$ cat config.mk
export PLATFORM = sky130hd
export DESIGN_NAME = url_percent_encoder_unit_flat
export DESIGN_NICKNAME = d
export VERILOG_FILES = /design/src/rtl/upe_pkg.sv /design/src/rtl/upe_channels.sv /design/src/rtl/upe_front.sv /design/src/rtl/upe_queue.sv /design/src/rtl/upe_back.sv /design/src/rtl/url_percent_encoder_unit.sv /design/src/flat_wrapper.sv
export SDC_FILE = /design/constraint.sdc
export NUM_CORES = 1
export LEC_CHECK = 0
export ABC_CLOCK_PERIOD_IN_PS = 3200
export BUFFER_PORTS_ARGS = -buffer_cell sky130_fd_sc_hd__clkbuf_2
export CORE_ASPECT_RATIO = 0.7
export CORE_MARGIN = 3
export CORE_UTILIZATION = 58
export DETAILED_ROUTE_END_ITERATION = 12
export GPL_ROUTABILITY_DRIVEN = 0
export GPL_TIMING_DRIVEN = 0
export PLACE_DENSITY = 0.78
export SETUP_SLACK_MARGIN = 0.02
export SLEW_MARGIN = 30
export SYNTH_ARGS = -nofsm -noshare
export SYNTH_HDL_FRONTEND = slang
export SYNTH_SLANG_ARGS = --single-unit
$ cat constraint.sdc
create_clock -name clock -period 3.2 [get_ports clock]
set_clock_uncertainty 0.05 [all_clocks]
set_input_delay 0.32 -clock clock [delete_from_list [all_inputs] [get_ports clock]]
set_output_delay 0.32 -clock clock [all_outputs]
set_load 0.02 [all_outputs]
$ cat src/rtl/upe_pkg.sv
// Shared types and constants for the URL percent encoder.
// No dependencies; upe_front, upe_queue, upe_back and the top level import it.
package upe_pkg;

   // configuration register indexes
   localparam logic [1:0] CSR_ESCAPE_SLASH   = 2'd0;
   localparam logic [1:0] CSR_HOST_PORT_MODE = 2'd1;

   localparam logic [7:0] PERCENT_CHAR = 8'h25;
   localparam logic [7:0] SLASH_CHAR   = 8'h2F;
   localparam logic [7:0] CTRL_MAX     = 8'h1F;
   localparam logic [7:0] DEL_CHAR     = 8'h7F;

   typedef struct packed {
      logic escape_slash;
      logic host_port_mode;
   } cfg_type;

   // one classified word waiting for the back end
   typedef struct packed {
      logic [7:0] data;
      logic       eos;
      logic       escape;
   } entry_type;

   typedef enum logic [1:0] {
      PH_FIRST,
      PH_HIGH,
      PH_LOW
   } phase_type;

endpackage

$ cat src/rtl/upe_channels.sv
// Valid/ready channel interfaces for the request and response sides.
// No dependencies.
interface upe_req_if;
   logic       valid;
   logic       ready;
   logic [7:0] in_byte;
   logic       end_of_string;
   modport source (output valid, in_byte, end_of_string, input ready);
   modport sink   (input valid, in_byte, end_of_string, output ready);
endinterface

interface upe_rsp_if;
   logic       valid;
   logic       ready;
   logic [7:0] out_byte;
   logic       last_of_run;
   logic       string_end;
   modport source (output valid, out_byte, last_of_run, string_end, input ready);
   modport sink   (input valid, out_byte, last_of_run, string_end, output ready);
endinterface

$ cat src/rtl/upe_front.sv
// Front end: accepts request words and decides which bytes need escaping.
// Depends on upe_pkg and upe_req_if.
module upe_front (
   upe_req_if.sink              req_chan,
   input  upe_pkg::cfg_type     cfg,
   input  logic                 push_ready,
   output logic                 push_valid,
   output upe_pkg::entry_type   push_entry
);
   import upe_pkg::*;

   function automatic logic is_alnum(input logic [7:0] c);
      return (c >= 8'h30 && c <= 8'h39) || (c >= 8'h41 && c <= 8'h5A) ||
             (c >= 8'h61 && c <= 8'h7A);
   endfunction

   function automatic logic is_host_keep(input logic [7:0] c);
      return c == 8'h2D || c == 8'h2E || c == 8'h3A || c == 8'h5B || c == 8'h5D;
   endfunction

   function automatic logic is_unsafe(input logic [7:0] c);
      logic r;
      case (c)
         8'h20, 8'h3C, 8'h3E, 8'h22, 8'h25, 8'h7B, 8'h7D, 8'h7C, 8'h5C,
         8'h5E, 8'h60, 8'h3A, 8'h3F, 8'h23, 8'h5B, 8'h5D, 8'h40, 8'h21,
         8'h24, 8'h26, 8'h27, 8'h28, 8'h29, 8'h2A, 8'h2B, 8'h2C, 8'h3B,
         8'h3D: r = 1'b1;
         default: r = 1'b0;
      endcase
      return r;
   endfunction

   logic [7:0] c;
   logic       esc;

   assign c = req_chan.in_byte;

   always_comb begin
      if (c <= CTRL_MAX || c >= DEL_CHAR) begin
         esc = 1'b1;
      end else if (c == SLASH_CHAR && cfg.escape_slash) begin
         esc = 1'b1;
      end else if (cfg.host_port_mode) begin
         esc = !is_alnum(c) && !is_host_keep(c);
      end else begin
         esc = is_unsafe(c);
      end
   end

   assign req_chan.ready    = push_ready;
   assign push_valid        = req_chan.valid;
   assign push_entry.data   = c;
   assign push_entry.eos    = req_chan.end_of_string;
   assign push_entry.escape = esc;

endmodule

$ cat src/rtl/upe_queue.sv
// Short FIFO between the classifier and the serializer.
// Depends on upe_pkg for the entry type.
module upe_queue #(
   parameter int DEPTH = 4
) (
   input  logic                clock,
   input  logic                reset,
   input  logic                push_valid,
   input  upe_pkg::entry_type  push_entry,
   output logic                push_ready,
   input  logic                pop,
   output logic                pop_valid,
   output upe_pkg::entry_type  pop_entry
);
   import upe_pkg::*;

   localparam int PTR_W = (DEPTH > 1) ? $clog2(DEPTH) : 1;
   localparam int CNT_W = $clog2(DEPTH + 1);
   localparam logic [PTR_W-1:0] LAST_PTR = PTR_W'(DEPTH - 1);

   entry_type        slots_ff [DEPTH];
   logic [PTR_W-1:0] wr_ptr_ff, wr_ptr_in;
   logic [PTR_W-1:0] rd_ptr_ff, rd_ptr_in;
   logic [CNT_W-1:0] count_ff, count_in;
   logic             do_push, do_pop;

   assign push_ready = count_ff != CNT_W'(DEPTH);
   assign pop_valid  = count_ff != '0;
   assign pop_entry  = slots_ff[rd_ptr_ff];
   assign do_push    = push_valid && push_ready;
   assign do_pop     = pop && pop_valid;

   always_comb begin
      wr_ptr_in = wr_ptr_ff;
      rd_ptr_in = rd_ptr_ff;
      count_in  = count_ff;
      if (do_push) begin
         wr_ptr_in = (wr_ptr_ff == LAST_PTR) ? '0 : wr_ptr_ff + 1'b1;
      end
      if (do_pop) begin
         rd_ptr_in = (rd_ptr_ff == LAST_PTR) ? '0 : rd_ptr_ff + 1'b1;
      end
      if (do_push && !do_pop) begin
         count_in = count_ff + 1'b1;
      end else if (do_pop && !do_push) begin
         count_in = count_ff - 1'b1;
      end
   end

   always_ff @(posedge clock) begin
      if (reset) begin
         wr_ptr_ff <= '0;
         rd_ptr_ff <= '0;
         count_ff  <= '0;
      end else begin
         wr_ptr_ff <= wr_ptr_in;
         rd_ptr_ff <= rd_ptr_in;
         count_ff  <= count_in;
      end
   end

   always_ff @(posedge clock) begin
      if (do_push) begin
         slots_ff[wr_ptr_ff] <= push_entry;
      end
   end

endmodule

$ cat src/rtl/upe_back.sv
// Back end: expands queued entries into one or three response words.
// Depends on upe_pkg and upe_rsp_if.
module upe_back (
   input  logic                clock,
   input  logic                reset,
   input  logic                pop_valid,
   input  upe_pkg::entry_type  pop_entry,
   output logic                pop,
   upe_rsp_if.source           rsp_chan
);
   import upe_pkg::*;

   function automatic logic [7:0] hex_digit(input logic [3:0] v);
      return (v < 4'd10) ? 8'h30 + {4'd0, v} : 8'h37 + {4'd0, v};
   endfunction

   phase_type  phase_ff, phase_in;
   logic       valid_ff, valid_in;
   logic [7:0] byte_ff, byte_in;
   logic       last_ff, last_in;
   logic       send_end_ff, send_end_in;
   logic       advance, take, is_last;

   // output register is free or being drained this cycle
   assign advance = !valid_ff || rsp_chan.ready;
   assign take    = advance && pop_valid;
   assign is_last = !pop_entry.escape || phase_ff == PH_LOW;
   assign pop     = take && is_last;

   // next phase
   always_comb begin
      phase_in = phase_ff;
      if (take) begin
         case (phase_ff)
            PH_FIRST: phase_in = pop_entry.escape ? PH_HIGH : PH_FIRST;
            PH_HIGH:  phase_in = PH_LOW;
            PH_LOW:   phase_in = PH_FIRST;
            default:  phase_in = PH_FIRST;
         endcase
      end
   end

   // response word for the current phase
   always_comb begin
      valid_in    = valid_ff;
      byte_in     = byte_ff;
      last_in     = last_ff;
      send_end_in = send_end_ff;
      if (advance) begin
         valid_in = pop_valid;
      end
      if (take) begin
         last_in     = is_last;
         send_end_in = is_last && pop_entry.eos;
         if (!pop_entry.escape) begin
            byte_in = pop_entry.data;
         end else begin
            case (phase_ff)
               PH_FIRST: byte_in = PERCENT_CHAR;
               PH_HIGH:  byte_in = hex_digit(pop_entry.data[7:4]);
               PH_LOW:   byte_in = hex_digit(pop_entry.data[3:0]);
               default:  byte_in = PERCENT_CHAR;
            endcase
         end
      end
   end

   always_ff @(posedge clock) begin
      if (reset) begin
         phase_ff <= PH_FIRST;
         valid_ff <= 1'b0;
      end else begin
         phase_ff <= phase_in;
         valid_ff <= valid_in;
      end
   end

   always_ff @(posedge clock) begin
      byte_ff     <= byte_in;
      last_ff     <= last_in;
      send_end_ff <= send_end_in;
   end

   assign rsp_chan.valid       = valid_ff;
   assign rsp_chan.out_byte    = byte_ff;
   assign rsp_chan.last_of_run = last_ff;
   assign rsp_chan.string_end  = send_end_ff;

endmodule

$ cat src/rtl/url_percent_encoder_unit.sv
// Top level of the URL percent encoder: CSRs, classifier, queue, serializer.
// Depends on upe_pkg, upe_channels, upe_front, upe_queue and upe_back.
//
//   channel   direction  payload                                  handshake
//   req_chan  in         in_byte[7:0], end_of_string              valid/ready
//   rsp_chan  out        out_byte[7:0], last_of_run, string_end   valid/ready
//   csr       in         csr_index[1:0], csr_wdata[0]             csr_we
//
// One response word leaves per cycle while rsp_chan is ready: a plain byte
// gives one word, an escaped byte three: the serializer walks '%', high digit,
// low digit. Request words are taken while the queue has room, so the front
// keeps accepting while the back drains. Synchronous active-high reset empties
// the queue and clears both CSRs. Either side may stall without losing words.
module url_percent_encoder_unit #(
   parameter int QUEUE_DEPTH = 4
) (
   input  logic       clock,
   input  logic       reset,
   upe_req_if.sink    req_chan,
   upe_rsp_if.source  rsp_chan,
   input  logic       csr_we,
   input  logic [1:0] csr_index,
   input  logic       csr_wdata
);
   import upe_pkg::*;

   cfg_type   cfg_ff, cfg_in;
   logic      push_valid, push_ready, pop, pop_valid;
   entry_type push_entry, pop_entry;

   always_comb begin
      cfg_in = cfg_ff;
      if (csr_we) begin
         case (csr_index)
            CSR_ESCAPE_SLASH:   cfg_in.escape_slash   = csr_wdata;
            CSR_HOST_PORT_MODE: cfg_in.host_port_mode = csr_wdata;
            default:            cfg_in = cfg_ff;
         endcase
      end
   end

   always_ff @(posedge clock) begin
      if (reset) begin
         cfg_ff <= '0;
      end else begin
         cfg_ff <= cfg_in;
      end
   end

   upe_front u_front (
      .req_chan   (req_chan),
      .cfg        (cfg_ff),
      .push_ready (push_ready),
      .push_valid (push_valid),
      .push_entry (push_entry)
   );

   upe_queue #(
      .DEPTH (QUEUE_DEPTH)
   ) u_queue (
      .clock      (clock),
      .reset      (reset),
      .push_valid (push_valid),
      .push_entry (push_entry),
      .push_ready (push_ready),
      .pop        (pop),
      .pop_valid  (pop_valid),
      .pop_entry  (pop_entry)
   );

   upe_back u_back (
      .clock     (clock),
      .reset     (reset),
      .pop_valid (pop_valid),
      .pop_entry (pop_entry),
      .pop       (pop),
      .rsp_chan  (rsp_chan)
   );

endmodule
$ cat src/flat_wrapper.sv
// flat-port wrapper written by rule: the top's interface ports become plain ports
module url_percent_encoder_unit_flat import upe_pkg::*;
#(
   parameter int QUEUE_DEPTH = 4
)
  (clock, reset, csr_we, csr_index, csr_wdata, req_chan_valid, req_chan_in_byte, req_chan_end_of_string, req_chan_ready, rsp_chan_valid, rsp_chan_out_byte, rsp_chan_last_of_run, rsp_chan_string_end, rsp_chan_ready);
  upe_req_if req_chan_i ();
  upe_rsp_if rsp_chan_i ();
  input  logic clock;
  input  logic reset;
  input  logic csr_we;
  input  logic [1:0] csr_index;
  input  logic csr_wdata;
  input wire logic [$bits(req_chan_i.valid)-1:0] req_chan_valid;
  input wire logic [$bits(req_chan_i.in_byte)-1:0] req_chan_in_byte;
  input wire logic [$bits(req_chan_i.end_of_string)-1:0] req_chan_end_of_string;
  output wire logic [$bits(req_chan_i.ready)-1:0] req_chan_ready;
  output wire logic [$bits(rsp_chan_i.valid)-1:0] rsp_chan_valid;
  output wire logic [$bits(rsp_chan_i.out_byte)-1:0] rsp_chan_out_byte;
  output wire logic [$bits(rsp_chan_i.last_of_run)-1:0] rsp_chan_last_of_run;
  output wire logic [$bits(rsp_chan_i.string_end)-1:0] rsp_chan_string_end;
  input wire logic [$bits(rsp_chan_i.ready)-1:0] rsp_chan_ready;
  assign req_chan_i.valid = req_chan_valid;
  assign req_chan_i.in_byte = req_chan_in_byte;
  assign req_chan_i.end_of_string = req_chan_end_of_string;
  assign req_chan_ready = req_chan_i.ready;
  assign rsp_chan_valid = rsp_chan_i.valid;
  assign rsp_chan_out_byte = rsp_chan_i.out_byte;
  assign rsp_chan_last_of_run = rsp_chan_i.last_of_run;
  assign rsp_chan_string_end = rsp_chan_i.string_end;
  assign rsp_chan_i.ready = rsp_chan_ready;
  url_percent_encoder_unit #(.QUEUE_DEPTH(QUEUE_DEPTH)) u_core (.clock(clock), .reset(reset), .req_chan(req_chan_i), .rsp_chan(rsp_chan_i), .csr_we(csr_we), .csr_index(csr_index), .csr_wdata(csr_wdata));
endmodule
Yosys cells after proc, flatten, opt, wreduce, memory -nomap -nowiden
Memory sizes are Yosys's and may differ from the RTL's. A register that Yosys moved wholly into a read port is not among the register bits.
Cells that the tools add are included.
{"block": "totals", "regBits": 22, "ramBits": 40, "romBits": 128, "input_bits": 17, "out_inout_bits": 12, "word_cells": 93, "memories": 2}
{"block": "classes", "n_addsub": 8, "magnitude_cmp": 10, "eq_ne": 12, "mux": 18, "reduce_logical": 33}
{"name": "(no name shown)", "depth": 128, "width": 1, "rd": 1, "rd_ports_with_merged_regs": 0, "wr": 0, "line": "upe_front.sv:23", "text": "case (c)"}
{"name": "u_core.u_queue.slots_ff", "depth": 4, "width": 10, "rd": 1, "rd_ports_with_merged_regs": 1, "wr": 1, "line": "upe_queue.sv:21", "text": "entry_type slots_ff [DEPTH];"}
{"operator": "8-bit by 6-bit equality test with 1-bit output, second input constant", "count": 4}
{"operator": "6-bit by 4-bit adder with 7-bit output, first input constant", "count": 4}
{"operator": "8-bit by 7-bit >= comparator with 1-bit output, second input constant", "count": 3}
{"operator": "8-bit by 7-bit equality test with 1-bit output, second input constant", "count": 2}
{"operator": "8-bit by 7-bit less-or-equal comparator with 1-bit output, second input constant", "count": 2}
{"operator": "7-bit 2-to-1 mux", "count": 2}
{"operator": "7-bit one-hot mux with 2 select lines", "count": 1}
{"operator": "1-bit logical AND", "count": 12}
{"operator": "1-bit logical OR", "count": 9}
{"operator": "8-bit by 6-bit >= comparator with 1-bit output, second input constant", "count": 1}
{"operator": "8-bit by 5-bit less-or-equal comparator with 1-bit output, second input constant", "count": 1}
{"operator": "8-bit by 6-bit less-or-equal comparator with 1-bit output, second input constant", "count": 1}
{"operator": "4-bit < comparator, second input constant", "count": 2}
{"operator": "2-bit 2-to-1 mux", "count": 4}
{"operator": "8-bit 2-to-1 mux", "count": 1}
{"operator": "1-bit 2-to-1 mux", "count": 7}
{"operator": "2-bit equality test, second input constant", "count": 3}
{"operator": "1-bit zero test", "count": 6}
{"operator": "3-bit 2-to-1 mux", "count": 2}
{"operator": "2-bit by 1-bit adder with 2-bit output, second input constant", "count": 2}
{"operator": "2-bit by 1-bit equality test with 1-bit output, second input constant", "count": 2}
{"operator": "2-bit zero test", "count": 2}
{"operator": "2-bit one-hot mux with 2 select lines", "count": 1}
{"operator": "2-bit AND reduction", "count": 2}
{"operator": "other kinds (5)", "count": 5}

Depth between registers and ports, before layout
Gate-level depths: netlist (run 1).
{"block": "logic_depth", "ltp_word": 10, "ltp_mapped": 12, "depth_no_buf": 11}

Modules after synthesis
A second synthesis (run 1) with hierarchy kept.
{"block": "unflattened", "cells_unflattened": 220, "area_unflattened_um2": 3011.6}
{"module": "upe_queue", "instances": 1, "cells_each": 100, "area_each_um2": 1919.3, "seq_area_each_um2": 1381.3}
{"module": "upe_back", "instances": 1, "cells_each": 84, "area_each_um2": 795.8, "seq_area_each_um2": 360.3}
{"module": "upe_front", "instances": 1, "cells_each": 27, "area_each_um2": 197.7, "seq_area_each_um2": 0.0}
{"module": "url_percent_encoder_unit", "instances": 1, "cells_each": 9, "area_each_um2": 98.8, "seq_area_each_um2": 40.0}

Worst setup path after synthesis (run 1)
No wires, ideal clock.
{"block": "synth_timing", "path_kind": "register to register", "from": "register with a tool-made name", "to": "register u_core.u_queue.count_ff[2]", "setup_time_ps": 70, "arrival_time_ps": 2172, "required_time_ps": 3080, "path_slack_ps": 908, "path_stages_with_launch": 11, "path_buffers": 1, "period_less_slack_ps": 2292, "path_cell_list": "dfxtp_1 > buf_6 > mux4_2 > nand2_4 > nand2_4 > ha_1 > inv_1 > fa_1 > xor2_1 > or3_1 > a21oi_1"}
{"item": "end signal, assigned", "line": "upe_queue.sv:58", "text": "count_ff <= count_in;"}
{"item": "end, declared", "line": "upe_queue.sv:24", "text": "logic [CNT_W-1:0] count_ff, count_in;"}

==> results.tsv, run 1 <==
metric	value	unit
Residual DRC	0	
clk_lat worst skew	330	ps
fin crit share	0.784	
RSZ-0062 raised after global routing	no	
final core utilization	0.699	
Crit. End Element	flip-flop	
Cell Chain, Critical Path	clkbuf_2 -> mux4_2 -> nand2_4 -> nand2_4 -> ha_1 -> inv_1 -> fa_1 -> xor2_1 -> or3_1 -> a21oi_1	
outcome	finished, final reports clean	
EDFF count, synth	50	
final setup margin	692	ps
Storage cell area	0.00178	mm2
WL final	5680	um
GRT overflow	0	
initial drt markers	114	
reg2reg end	u_core.u_queue.count_ff[2]	
TNS Setup	0	ps
number of max-cap violations	0	
Post-synth ARST share	0	
synthesized area per cell	13.2	um2
chip width	92.0	um
type of origin of the critical path	flip-flop	
Yosys warnings	0	
Final min period	2510	ps
Syn Inst Count	228	
Final Hold Fails	0	
top cells by count, synth	edfxtp_1 (50), nor2_1 (16), dfxtp_1 (14)	
Synth Area in Simple Gates	0.121	
Post-Place Worst Slack	698	ps
most frequent cell after synthesis	edfxtp_1	
IO Pins	29	
FF-to-FF path depth	10	
Pleak	0.00125	uW
DR WL/cell	16.6	um
root buf cell	clkbuf_8	
TritonCTS clock tree	done	
post-route ant nets	0	
XOR/XNOR Fraction of Synth Area	0.0117	
CP max FO	10	
syn nets	257	
Synth Area in Adders	0.0525	
n_diodes	0	
core area	0.00489	mm2
WP data required	3420	ps
fmax	399	MHz
hold_ws	121	ps
initial antenna violation count	0	
# nets final	296	
Post-CTS Setup Inserts	0	
hold_sp	reset	
PostCTS Resize Cnt	0	
Total Power	2870	uW
CTS buffer count	9	
WP buf/inv	2	
routed via count	1938	
area leader, netlist	edfxtp_1	
CP delay by family, top	adder cells	
Synth cell types	45	
Peak VDD IR	0.000568	V
clk sinks	64	
power density over cell area	841	mW/mm2
dominant synthesized flop cell	edfxtp_1	
#FFs+latches synth	64	
hold depth	2	
CP peak stage delay	400	ps
Area Growth Syn to Fin	13.8	%
CP dominant cell by count	nand2_4	
global-route wire length before repair	9470	um
DPL Wire Length	4080	um
area of the multi-input gates	0.00113	mm2
slowest CP cell	mux4_2	
GR Util All Layers	0.212	
Rows	21	
DIE AREA	0.00609	mm2
Seq/Total Area, Yosys	0.594	
final setup fails	0	
Hold Path Class	input pin to flip-flop	
Detailed Routing Iterations Pass 1	4	
largest net degree at the start of global routing	16	
CP arrival	2730	ps
Area contributors post-synth	edfxtp_1 (50%), dfxtp_1 (9.3%), mux4_2 (7.5%)	
vias in the first global route	1880	
IO Port Bufs	28	
hold path endpoint	u_core.u_queue.count_ff[2]	
fillcell total	353	
Cell Area, Synth	0.00300	mm2
main combinational cell family by area after synthesis	simple AND/OR/NAND/NOR gates	
Worst-path clk slew	70	ps
Yosys top cell area share	0.500	
Worst-Margin Slew	553	ps
Max transition margin	0.631	
WS Path Type	flip-flop to flip-flop	
Max clock buf depth	2	
initial core utilization	0.614	
share of cells above drive strength 1	0.217	
Slew Viols, Final	0	
post-synthesis mux area share	0.0988	
die extent in y	66.2	um
CTS Hold Bufs	0	
Vias per Instance	5.68	
Synth Area in Compound Gates	0.0930	
H-tree levels	3	
register-to-register setup slack	690	ps
[final cells by class]
class,count,share of cell area
Timing Repair Buffer,28,0.0410
Buffer,9,0.0125
Clock buffer,9,0.0363
Tap cell,69,0.0253
Clock inverter,7,0.0183
Inverter,12,0.0132
Multi-Input combinational cell,143,0.332
Sequential cell,64,0.522
[logic make-up (layout without fill, tap and decap cells)]
kind of cell,Yosys count,count (layout)
adder cells (fa/ha/maj),12,12
multiplexers,17,17
AND/OR/NAND/NOR,68,68
AO/OA/AOI/OAI,42,42
flip-flops,64,64
XOR/XNOR,4,4
buffers and inverters,21,65
[through the flow]
step | area, um2 | std cells
floorplan | 3000 | 228
global placement | 3230 | 325
detailed placement | 3230 | 325
CTS | 3410 | 341
global route | 3410 | 341
finish | 3410 | 341
[flip-flops by register name, summed over array words and instances, names as in the netlist, 2 cells and up, named ones only]
| signal | count |
|---|---|
| u_core.u_queue.slots_ff | 40 |
| u_core.u_back.rsp_chan.out_byte | 8 |
| u_core.u_queue.count_ff | 3 |
| u_core.cfg_ff | 2 |
| u_core.u_back.phase_ff | 2 |
| u_core.u_queue.rd_ptr_ff | 2 |
| u_core.u_queue.wr_ptr_ff | 2 |
[worst max path at each step]
| stage | from | endpoint | slack, ps | depth (start not counted) |
|---|---|---|---|---|
| after floorplan | flip-flop | u_core.u_queue.count_ff[2] | 910 | 10 |
| after global placement | flip-flop | u_core.u_queue.count_ff[2] | 760 | 10 |
| after detailed placement | flip-flop | u_core.u_queue.count_ff[2] | 700 | 10 |
| after CTS | flip-flop | u_core.u_queue.count_ff[2] | 690 | 10 |
| after global routing | flip-flop | u_core.u_queue.count_ff[2] | 530 | 10 |
| final | flip-flop | u_core.u_queue.count_ff[2] | 690 | 10 |
[layer usage]
layer | vias up | global-route usage | wire [um]
li1 | 942 | - | -
met1 | 926 | 0.274 | 2510
met2 | 56 | 0.339 | 2770
met3 | 14 | 0.0626 | 310
met4 | 0 | 0.0907 | 87
met5 | - | 0 | 0
[power breakdown]
group / internal (uW) / switching, uW
registers: 1110 / 68.8
logic: 406 / 643
clock network: 351 / 292
total: 1870 / 1000
[cells in the final DEF (no fill, tap or decap), types with 3 or more instances in the layout]
cell type	synthesis	routed
edfxtp_1	50	50
clkbuf_2	1	29
nor2_1	16	16
dfxtp_1	14	14
nand2_1	13	13
inv_1	12	12
ha_1	11	11
mux4_2	10	10
a21oi_1	10	10
clkbuf_8	0	9
nand3_1	8	8
clkbuf_1	7	7
o21ai_0	7	7
mux2i_1	6	6
o21ai_1	5	5
and3_1	5	5
nand2b_1	5	5
nor2b_1	4	4
nor3_1	3	3
a31oi_1	3	3
a32o_1	3	3
xor2_1	3	3
[worst reg2reg max path: stages (launching register included)]
cell	delay, ps
dfxtp_1	310
clkbuf_2	270
mux4_2	400
nand2_4	100
nand2_4	90
ha_1	180
inv_1	60
fa_1	380
xor2_1	150
or3_1	310
a21oi_1	140
Note: power is estimated with default switching activity, not from simulation.
==> inputs of run 2 (changes only) <==
--- a/config.mk
+++ b/config.mk
@@ -5,15 +5,16 @@
 export SDC_FILE = /design/constraint.sdc
 export NUM_CORES = 1
 export LEC_CHECK = 0
-export ABC_CLOCK_PERIOD_IN_PS = 3200
+export ABC_AREA = 1
+export ABC_CLOCK_PERIOD_IN_PS = 2000
 export BUFFER_PORTS_ARGS = -buffer_cell sky130_fd_sc_hd__clkbuf_2
 export CORE_ASPECT_RATIO = 0.7
 export CORE_MARGIN = 3
-export CORE_UTILIZATION = 58
+export CORE_UTILIZATION = 53
 export DETAILED_ROUTE_END_ITERATION = 12
 export GPL_ROUTABILITY_DRIVEN = 0
 export GPL_TIMING_DRIVEN = 0
-export PLACE_DENSITY = 0.78
+export PLACE_DENSITY = 0.75
 export SETUP_SLACK_MARGIN = 0.02
 export SLEW_MARGIN = 30
 export SYNTH_ARGS = -nofsm -noshare
==> constraint.sdc (replaced) <==
create_clock -name clock -period 2 [get_ports clock]
set_clock_uncertainty 0.05 [all_clocks]
set_input_delay 0.2 -clock clock [delete_from_list [all_inputs] [get_ports clock]]
set_output_delay 0.2 -clock clock [all_outputs]
set_load 0.02 [all_outputs]
==> run 2 against run 1 <==
Synthesized cell count increased by 42%. Clock power grew 130%. Critical endpoint unchanged. Critical path depth grew 3. Sequential power rose by 66%. Die area up 14%. Area after synthesis increased by 5.4%. Sequential share of layout area down 5.9 points. Register-to-register slack lost 620 ps. Cell count up 32%. Maximum frequency rose by 30%. Cell area up 13%.
==> results.tsv, run 2 <==
metric	value	unit	change
fin crit share	0.966		+0.183
max reg flops	40		unchanged
Peak VDD IR	0.000949	V	+67%
core area	0.00551	mm2	+13%
chip width	98.3	um	+6.9%
DIE AREA	0.00695	mm2	+14%
syn nets	353		+37%
Max clock buf depth	2		unchanged
Max transition margin	0.379		-0.253
final setup margin	67.5	ps	-625 ps
DPL Wire Length	4460	um	+9.3%
uppermost layer routed	met4		
IO Port Bufs	28		unchanged
IO Pins	29		unchanged
clk sinks	64		unchanged
GRT overflow	0		unchanged
area leader, netlist	edfxtp_1		
root buf cell	clkbuf_8		
Yosys warnings	0		unchanged
top cells by count, synth	nand2_1 (83), edfxtp_1 (50), inv_1 (40)		
final setup fails	0		unchanged
type of origin of the critical path	flip-flop		
routed via count	2404		+24%
initial antenna violation count	0		unchanged
outcome	finished, final reports clean		
share of cells above drive strength 1	0.328		+0.111
Post-synth ARST share	0		unchanged
Syn Inst Count	324		+42%
register-to-register setup slack	70	ps	-620 ps
Yosys top cell area share	0.475		-0.0255
Residual DRC	0		unchanged
CP delay by family, top	adder cells		
Cell Area, Synth	0.00316	mm2	+5.4%
met3 WL post-DR	428	um	+38%
global-route wire length before repair	10600	um	+12%
reg2reg end	u_core.u_queue.count_ff[2]		
Post-Place Worst Slack	-227	ps	-926 ps
M1 WL	2890	um	+15%
Synth cell types	32		-29%
clk_lat worst skew	350	ps	+20 ps
Area contributors post-synth	edfxtp_1 (47%), nand2_1 (9.8%), dfxtp_1 (8.9%)		
#FFs+latches synth	64		unchanged
Pleak	0.00166	uW	+33%
WL final	6500	um	+14%
Crit path depth	13		+3
post-route ant nets	0		unchanged
# nets final	402		+36%
dominant synthesized flop cell	edfxtp_1		
n_diodes	0		unchanged
Setup crit end	u_core.u_queue.count_ff[2]		
CP peak stage delay	360	ps	-40 ps
FF-to-FF path depth	13		+3
Slew Viols, Final	0		unchanged
WP data required	2180	ps	-1240 ps
Hold Path Class	input pin to flip-flop		
commonest non-fill, non-tap cell in the layout	nand2_1		
Worst-Margin Slew	929	ps	+376 ps
Seq/Total Area, Yosys	0.563		-0.0303
DR WL/cell	14.4	um	-13%
Final Hold Fails	0		unchanged
WS Path Type	flip-flop to flip-flop		
vias in the first global route	2302		+22%
final core utilization	0.704		+0.00520
most frequent cell after synthesis	nand2_1		
Rows	22		+4.8%
GR Util All Layers	0.196		-0.0159
CP max FO	4		-6
most frequent cells in the layout	nand2_1 (79), edfxtp_1 (50), inv_1 (36), clkbuf_2 (28), nand3_1 (17)		
synthesized area per cell	9.76	um2	-26%
Detailed Routing Iterations Pass 1	5		+1
Area Growth Syn to Fin	22.5	%	
WP buf/inv	2		unchanged
Worst-path clk slew	70	ps	about the same
power density over cell area	1690	mW/mm2	+100%
initial core utilization	0.575		-0.0396
Crit. End Element	flip-flop		
CP arrival	2120	ps	-610 ps
Final min period	1930	ps	-575 ps
Cell Chain, Critical Path	inv_4 -> nand2_2 -> nand3_2 -> and2_4 -> nand2_4 -> nand2_4 -> ha_4 -> inv_4 -> fa_2 -> a21oi_2 -> o21ai_2 -> o21ai_1 -> a21oi_1		
H-tree levels	3		unchanged
slowest CP cell	dfxtp_4		
largest net degree at the start of global routing	16		unchanged
number of max-cap violations	0		unchanged
die extent in y	70.6	um	+6.7%
TritonCTS clock tree	done		
Vias per Instance	5.34		-6.0%
initial drt markers	130		+14%
fmax	517	MHz	+30%
Top reg by flops	u_core.u_queue.slots_ff		
met2 WL post-DR	3070	um	+11%
EDFF count, synth	50		unchanged
CTS Hold Bufs	0		unchanged
CTS buffer count	9		unchanged
RSZ-0062 raised after global routing	yes		
run 2: cell count changes after synthesis, moves of 7 or more:
cell	change
nand2_1	+70
inv_1	+28
nand3_1	+14
mux4_2	-10
nand2_2	+9
o21ai_0	+9
clkbuf_1	-7
nand3_2	+7
run 2: metrics by stage:
step / hold WS, ps / instance area (um2) / total power (uW) / setup TNS (ps) / instances
after floorplan: 228 / 3190 / 4020 / 0 / 324
after global placement: 373 / 3420 / 4560 / -757 / 424
after detailed placement: 384 / 3420 / 4650 / -1150 / 424
after CTS: 14.2 / 3790 / 6360 / -26.6 / 445
after global routing: 9.93 / 3870 / 6990 / -23.2 / 450
final: 22.8 / 3870 / 6530 / 0 / 450
run 2: layer usage:
metal,up-vias,track usage
met3,12,0.0680
met2,86,0.330
met4,0,0.0712
li1,1179,-
met5,-,0
met1,1127,0.237
run 2: report_power, final:
| group | switching (uW) | internal, uW | leakage [uW] |
|---|---|---|---|
| logic | 1930 | 1180 | 0.000952 |
| registers | 131 | 1830 | 0.000582 |
| clock network | 507 | 955 | 0.000126 |
run 2: worst min-delay path by stage:
stage	slack [ps]	startpoint	end	cells after the start
CTS	10	req_chan_end_of_string	u_core.u_queue.slots_ff[3][1]	1
global route	10	req_chan_end_of_string	u_core.u_queue.slots_ff[3][1]	1
finish	20	reset	u_core.cfg_ff[0]	2
detailed placement	380	req_chan_end_of_string	u_core.u_queue.slots_ff[3][1]	1
global placement	370	req_chan_end_of_string	u_core.u_queue.slots_ff[0][1]	1
floorplan	230	reset	u_core.u_queue.wr_ptr_ff[0]	1
run 2: repair_timing:
action	in CTS	in global routing
cloned	0	0
buffers inserted	5	6
gates resized for setup	19	14
setup endpoints to repair	42	16
pin swaps	7	8
run 2: layout make-up:
type	count	area [um2]
Buffer	5	52.6
Clock buffer	9	124
Clock inverter	7	144
Fill cell	408	1630
Inverter	46	178
Multi-Input combinational cell	208	1270
Sequential cell	64	1790
Tap cell	72	90.1
Timing Repair Buffer	39	226
run 2: kinds of logic (layout without fill, tap and decap cells):
| kind of cell | after synthesis | in the layout | synth area share |
|---|---|---|---|
| AO/OA/AOI/OAI | 43 | 43 | 0.0787 |
| adder cells (fa/ha/maj) | 12 | 12 | 0.0498 |
| buffers and inverters | 52 | 106 | 0.0736 |
| flip-flops | 64 | 64 | 0.563 |
| AND/OR/NAND/NOR | 153 | 153 | 0.235 |
==> inputs of run 3 (changes only) <==
--- a/config.mk
+++ b/config.mk
@@ -6,15 +6,15 @@
 export NUM_CORES = 1
 export LEC_CHECK = 0
 export ABC_AREA = 1
-export ABC_CLOCK_PERIOD_IN_PS = 2000
+export ABC_CLOCK_PERIOD_IN_PS = 1850
 export BUFFER_PORTS_ARGS = -buffer_cell sky130_fd_sc_hd__clkbuf_2
 export CORE_ASPECT_RATIO = 0.7
 export CORE_MARGIN = 3
-export CORE_UTILIZATION = 53
+export CORE_UTILIZATION = 59
 export DETAILED_ROUTE_END_ITERATION = 12
 export GPL_ROUTABILITY_DRIVEN = 0
 export GPL_TIMING_DRIVEN = 0
-export PLACE_DENSITY = 0.75
+export PLACE_DENSITY = 0.79
 export SETUP_SLACK_MARGIN = 0.02
 export SLEW_MARGIN = 30
 export SYNTH_ARGS = -nofsm -noshare
==> constraint.sdc (replaced) <==
create_clock -name clock -period 1.85 [get_ports clock]
set_clock_uncertainty 0.05 [all_clocks]
set_input_delay 0.185 -clock clock [delete_from_list [all_inputs] [get_ports clock]]
set_output_delay 0.185 -clock clock [all_outputs]
set_load 0.02 [all_outputs]
==> run 3 against run 2 <==
Sequential power is 9% higher. Critical path type unchanged. Routed wire length is 1.2% higher. Maximum frequency is 1.6% lower. Setup slack worse by 180 ps. Utilization is 6.1 points higher. Largest power group unchanged. Clock power is 32% lower. Count of clock-buffer cells in the layout is 5 higher. Die area is 9.4% lower. The flow now finishes with violations (negative setup slack).
==> results.tsv, run 3 (same netlist as run 2, synthesis figures left out) <==
metric	value	unit	change
IO Pins	29		unchanged
Vias per Instance	5.39		+0.94%
routed via count	2405		+0.042%
Worst-Margin Slew	598	ps	-331 ps
largest net degree at the start of global routing	16		unchanged
Slew Viols, Final	0		unchanged
die extent in y	67.3	um	-4.8%
DR WL/cell	14.8	um	+2.2%
Crit. End Element	flip-flop		
clk sinks	64		unchanged
CP max FO	4		unchanged
IO Port Bufs	28		unchanged
fmax	509	MHz	-1.6%
fin crit share	1.06		+0.0958
outcome	finished, violations left		
CTS Hold Bufs	0		unchanged
Final min period	1960	ps	+32.3 ps
chip width	93.5	um	-4.9%
TritonCTS clock tree	done		
number of max-cap violations	0		unchanged
final setup margin	-115	ps	-182 ps
GRT overflow	0		unchanged
Hold Path Class	input pin to flip-flop		
dpl cells	421		-0.71%
Final Hold Fails	0		unchanged
vias in the first global route	2246		-2.4%
post-route cell area	0.00380	mm2	-2.0%
fin cells	446		-0.89%
CTS buffer count	9		unchanged
met2 WL post-DR	3150	um	+2.7%
Top reg by flops	u_core.u_queue.slots_ff		
GR Util All Layers	0.227		+0.0302
max reg flops	40		unchanged
DIE AREA	0.00629	mm2	-9.4%
global-route wire length before repair	10500	um	-1.3%
Peak VDD IR	0.000934	V	-1.6%
TNS Setup	-254	ps	-254 ps
clk_lat worst skew	340	ps	about the same
commonest non-fill, non-tap cell in the layout	nand2_1		
type of origin of the critical path	flip-flop		
Area Growth Syn to Fin	20.1	%	
WL final	6580	um	+1.2%
core area	0.00497	mm2	-9.8%
initial core utilization	0.637		+0.0624
root buf cell	clkbuf_8		
H-tree levels	3		unchanged
Worst-path clk slew	60	ps	about the same
most frequent cells in the layout	nand2_1 (76), edfxtp_1 (50), inv_1 (36), clkbuf_2 (28), nand3_1 (17)		
initial drt markers	196		+51%
share of cells above drive strength 1	0.324		-0.00443
Max clock buf depth	2		unchanged
WS Path Type	flip-flop to flip-flop		
RSZ-0062 raised after global routing	yes		
Residual DRC	0		unchanged
initial antenna violation count	0		unchanged
Pleak	0.00162	uW	-2.2%
Max transition margin	0.601		+0.222
met3 WL post-DR	509	um	+19%
# nets final	401		-0.25%
final setup fails	5		+5
Detailed Routing Iterations Pass 1	4		-1
Placement Cell Area	0.00344	mm2	+0.62%
power density over cell area	1730	mW/mm2	+2.9%
uppermost layer routed	met4		
n_diodes	0		unchanged
DPL Wire Length	4550	um	+2.0%
M1 WL	2760	um	-4.2%
failing checks	negative setup slack		
Rows	21		-4.5%
post-route ant nets	0		unchanged
CP arrival	2130	ps	about the same
WP data required	2020	ps	-160 ps
-- run 3: cell types whose count changed in the layout (fill, tap and decap cells not counted), sizes merged --
cell and delta:
bufinv -4, clkinv +1, buf -2, clkinvlp -2, clkbuf +6
-- run 3: per-layer routing --
layer | vias up | GRT usage
met5 | - | 0
met4 | 0 | 0.106
met3 | 13 | 0.0702
met2 | 80 | 0.363
met1 | 1126 | 0.285
li1 | 1186 | -
-- run 3: final cells by class --
class	count	area, um2
flip-flops and latches	64	1790
clock buffers	14	153
well taps	69	86.3
fillers	342	1170
multi-input cells	208	1290
inverters	46	183
repair buffers	38	236
plain buffers	5	52.6
clock inverters	2	8.76
-- run 3: stage by stage --
stage | setup slack (ps) | hold WS (ps) | total power (uW) | utilization
final | -115 | 17.8 | 6590 | 0.765
after global routing | -246 | 23.7 | 7060 | 0.765
after CTS | -113 | 5.88 | 6230 | 0.735
after detailed placement | -251 | 353 | 5110 | 0.693
after global placement | -185 | 354 | 4980 | 0.692
after floorplan | -63.1 | 213 | 4410 | -
-- run 3: timing repair --
action                                  in CTS  in global routing
gates cloned                                 0                  1
resized for setup                            8                 24
buffers inserted                             4                  6
pin swaps                                    2                 11
endpoints found under the setup margin      33                  9
hold endpoints to repair                     0                  0
-- run 3: critical path: stages (launching register included) --
cell	delay, ps
dfxtp_4	370
inv_8	60
nand2_2	40
nand3_2	50
and2_4	160
nand2_4	70
nand2_4	90
ha_4	130
inv_4	40
fa_2	380
a21oi_2	160
o21ai_2	70
o21ai_1	120
a21oi_1	50
-- run 3: final timing paths --
path | start | slack, ps | cells after the start | end
worst max register to register | flip-flop | -110 | 13 | u_core.u_queue.count_ff[2]
worst min register to register | u_core.u_queue.rd_ptr_ff[1] | 460 | 2 | flip-flop
worst max-delay path | flip-flop | -110 | 13 | u_core.u_queue.count_ff[2]
worst min-delay path | req_chan_end_of_string | 20 | 1 | u_core.u_queue.slots_ff[0][1]
-- run 3: where the power goes --
| part | switching [uW] | leakage, uW | internal (uW) |
|---|---|---|---|
| clock network | 474 | 0.0000821 | 518 |
| registers | 154 | 0.000581 | 1980 |
| logic | 2150 | 0.000960 | 1310 |
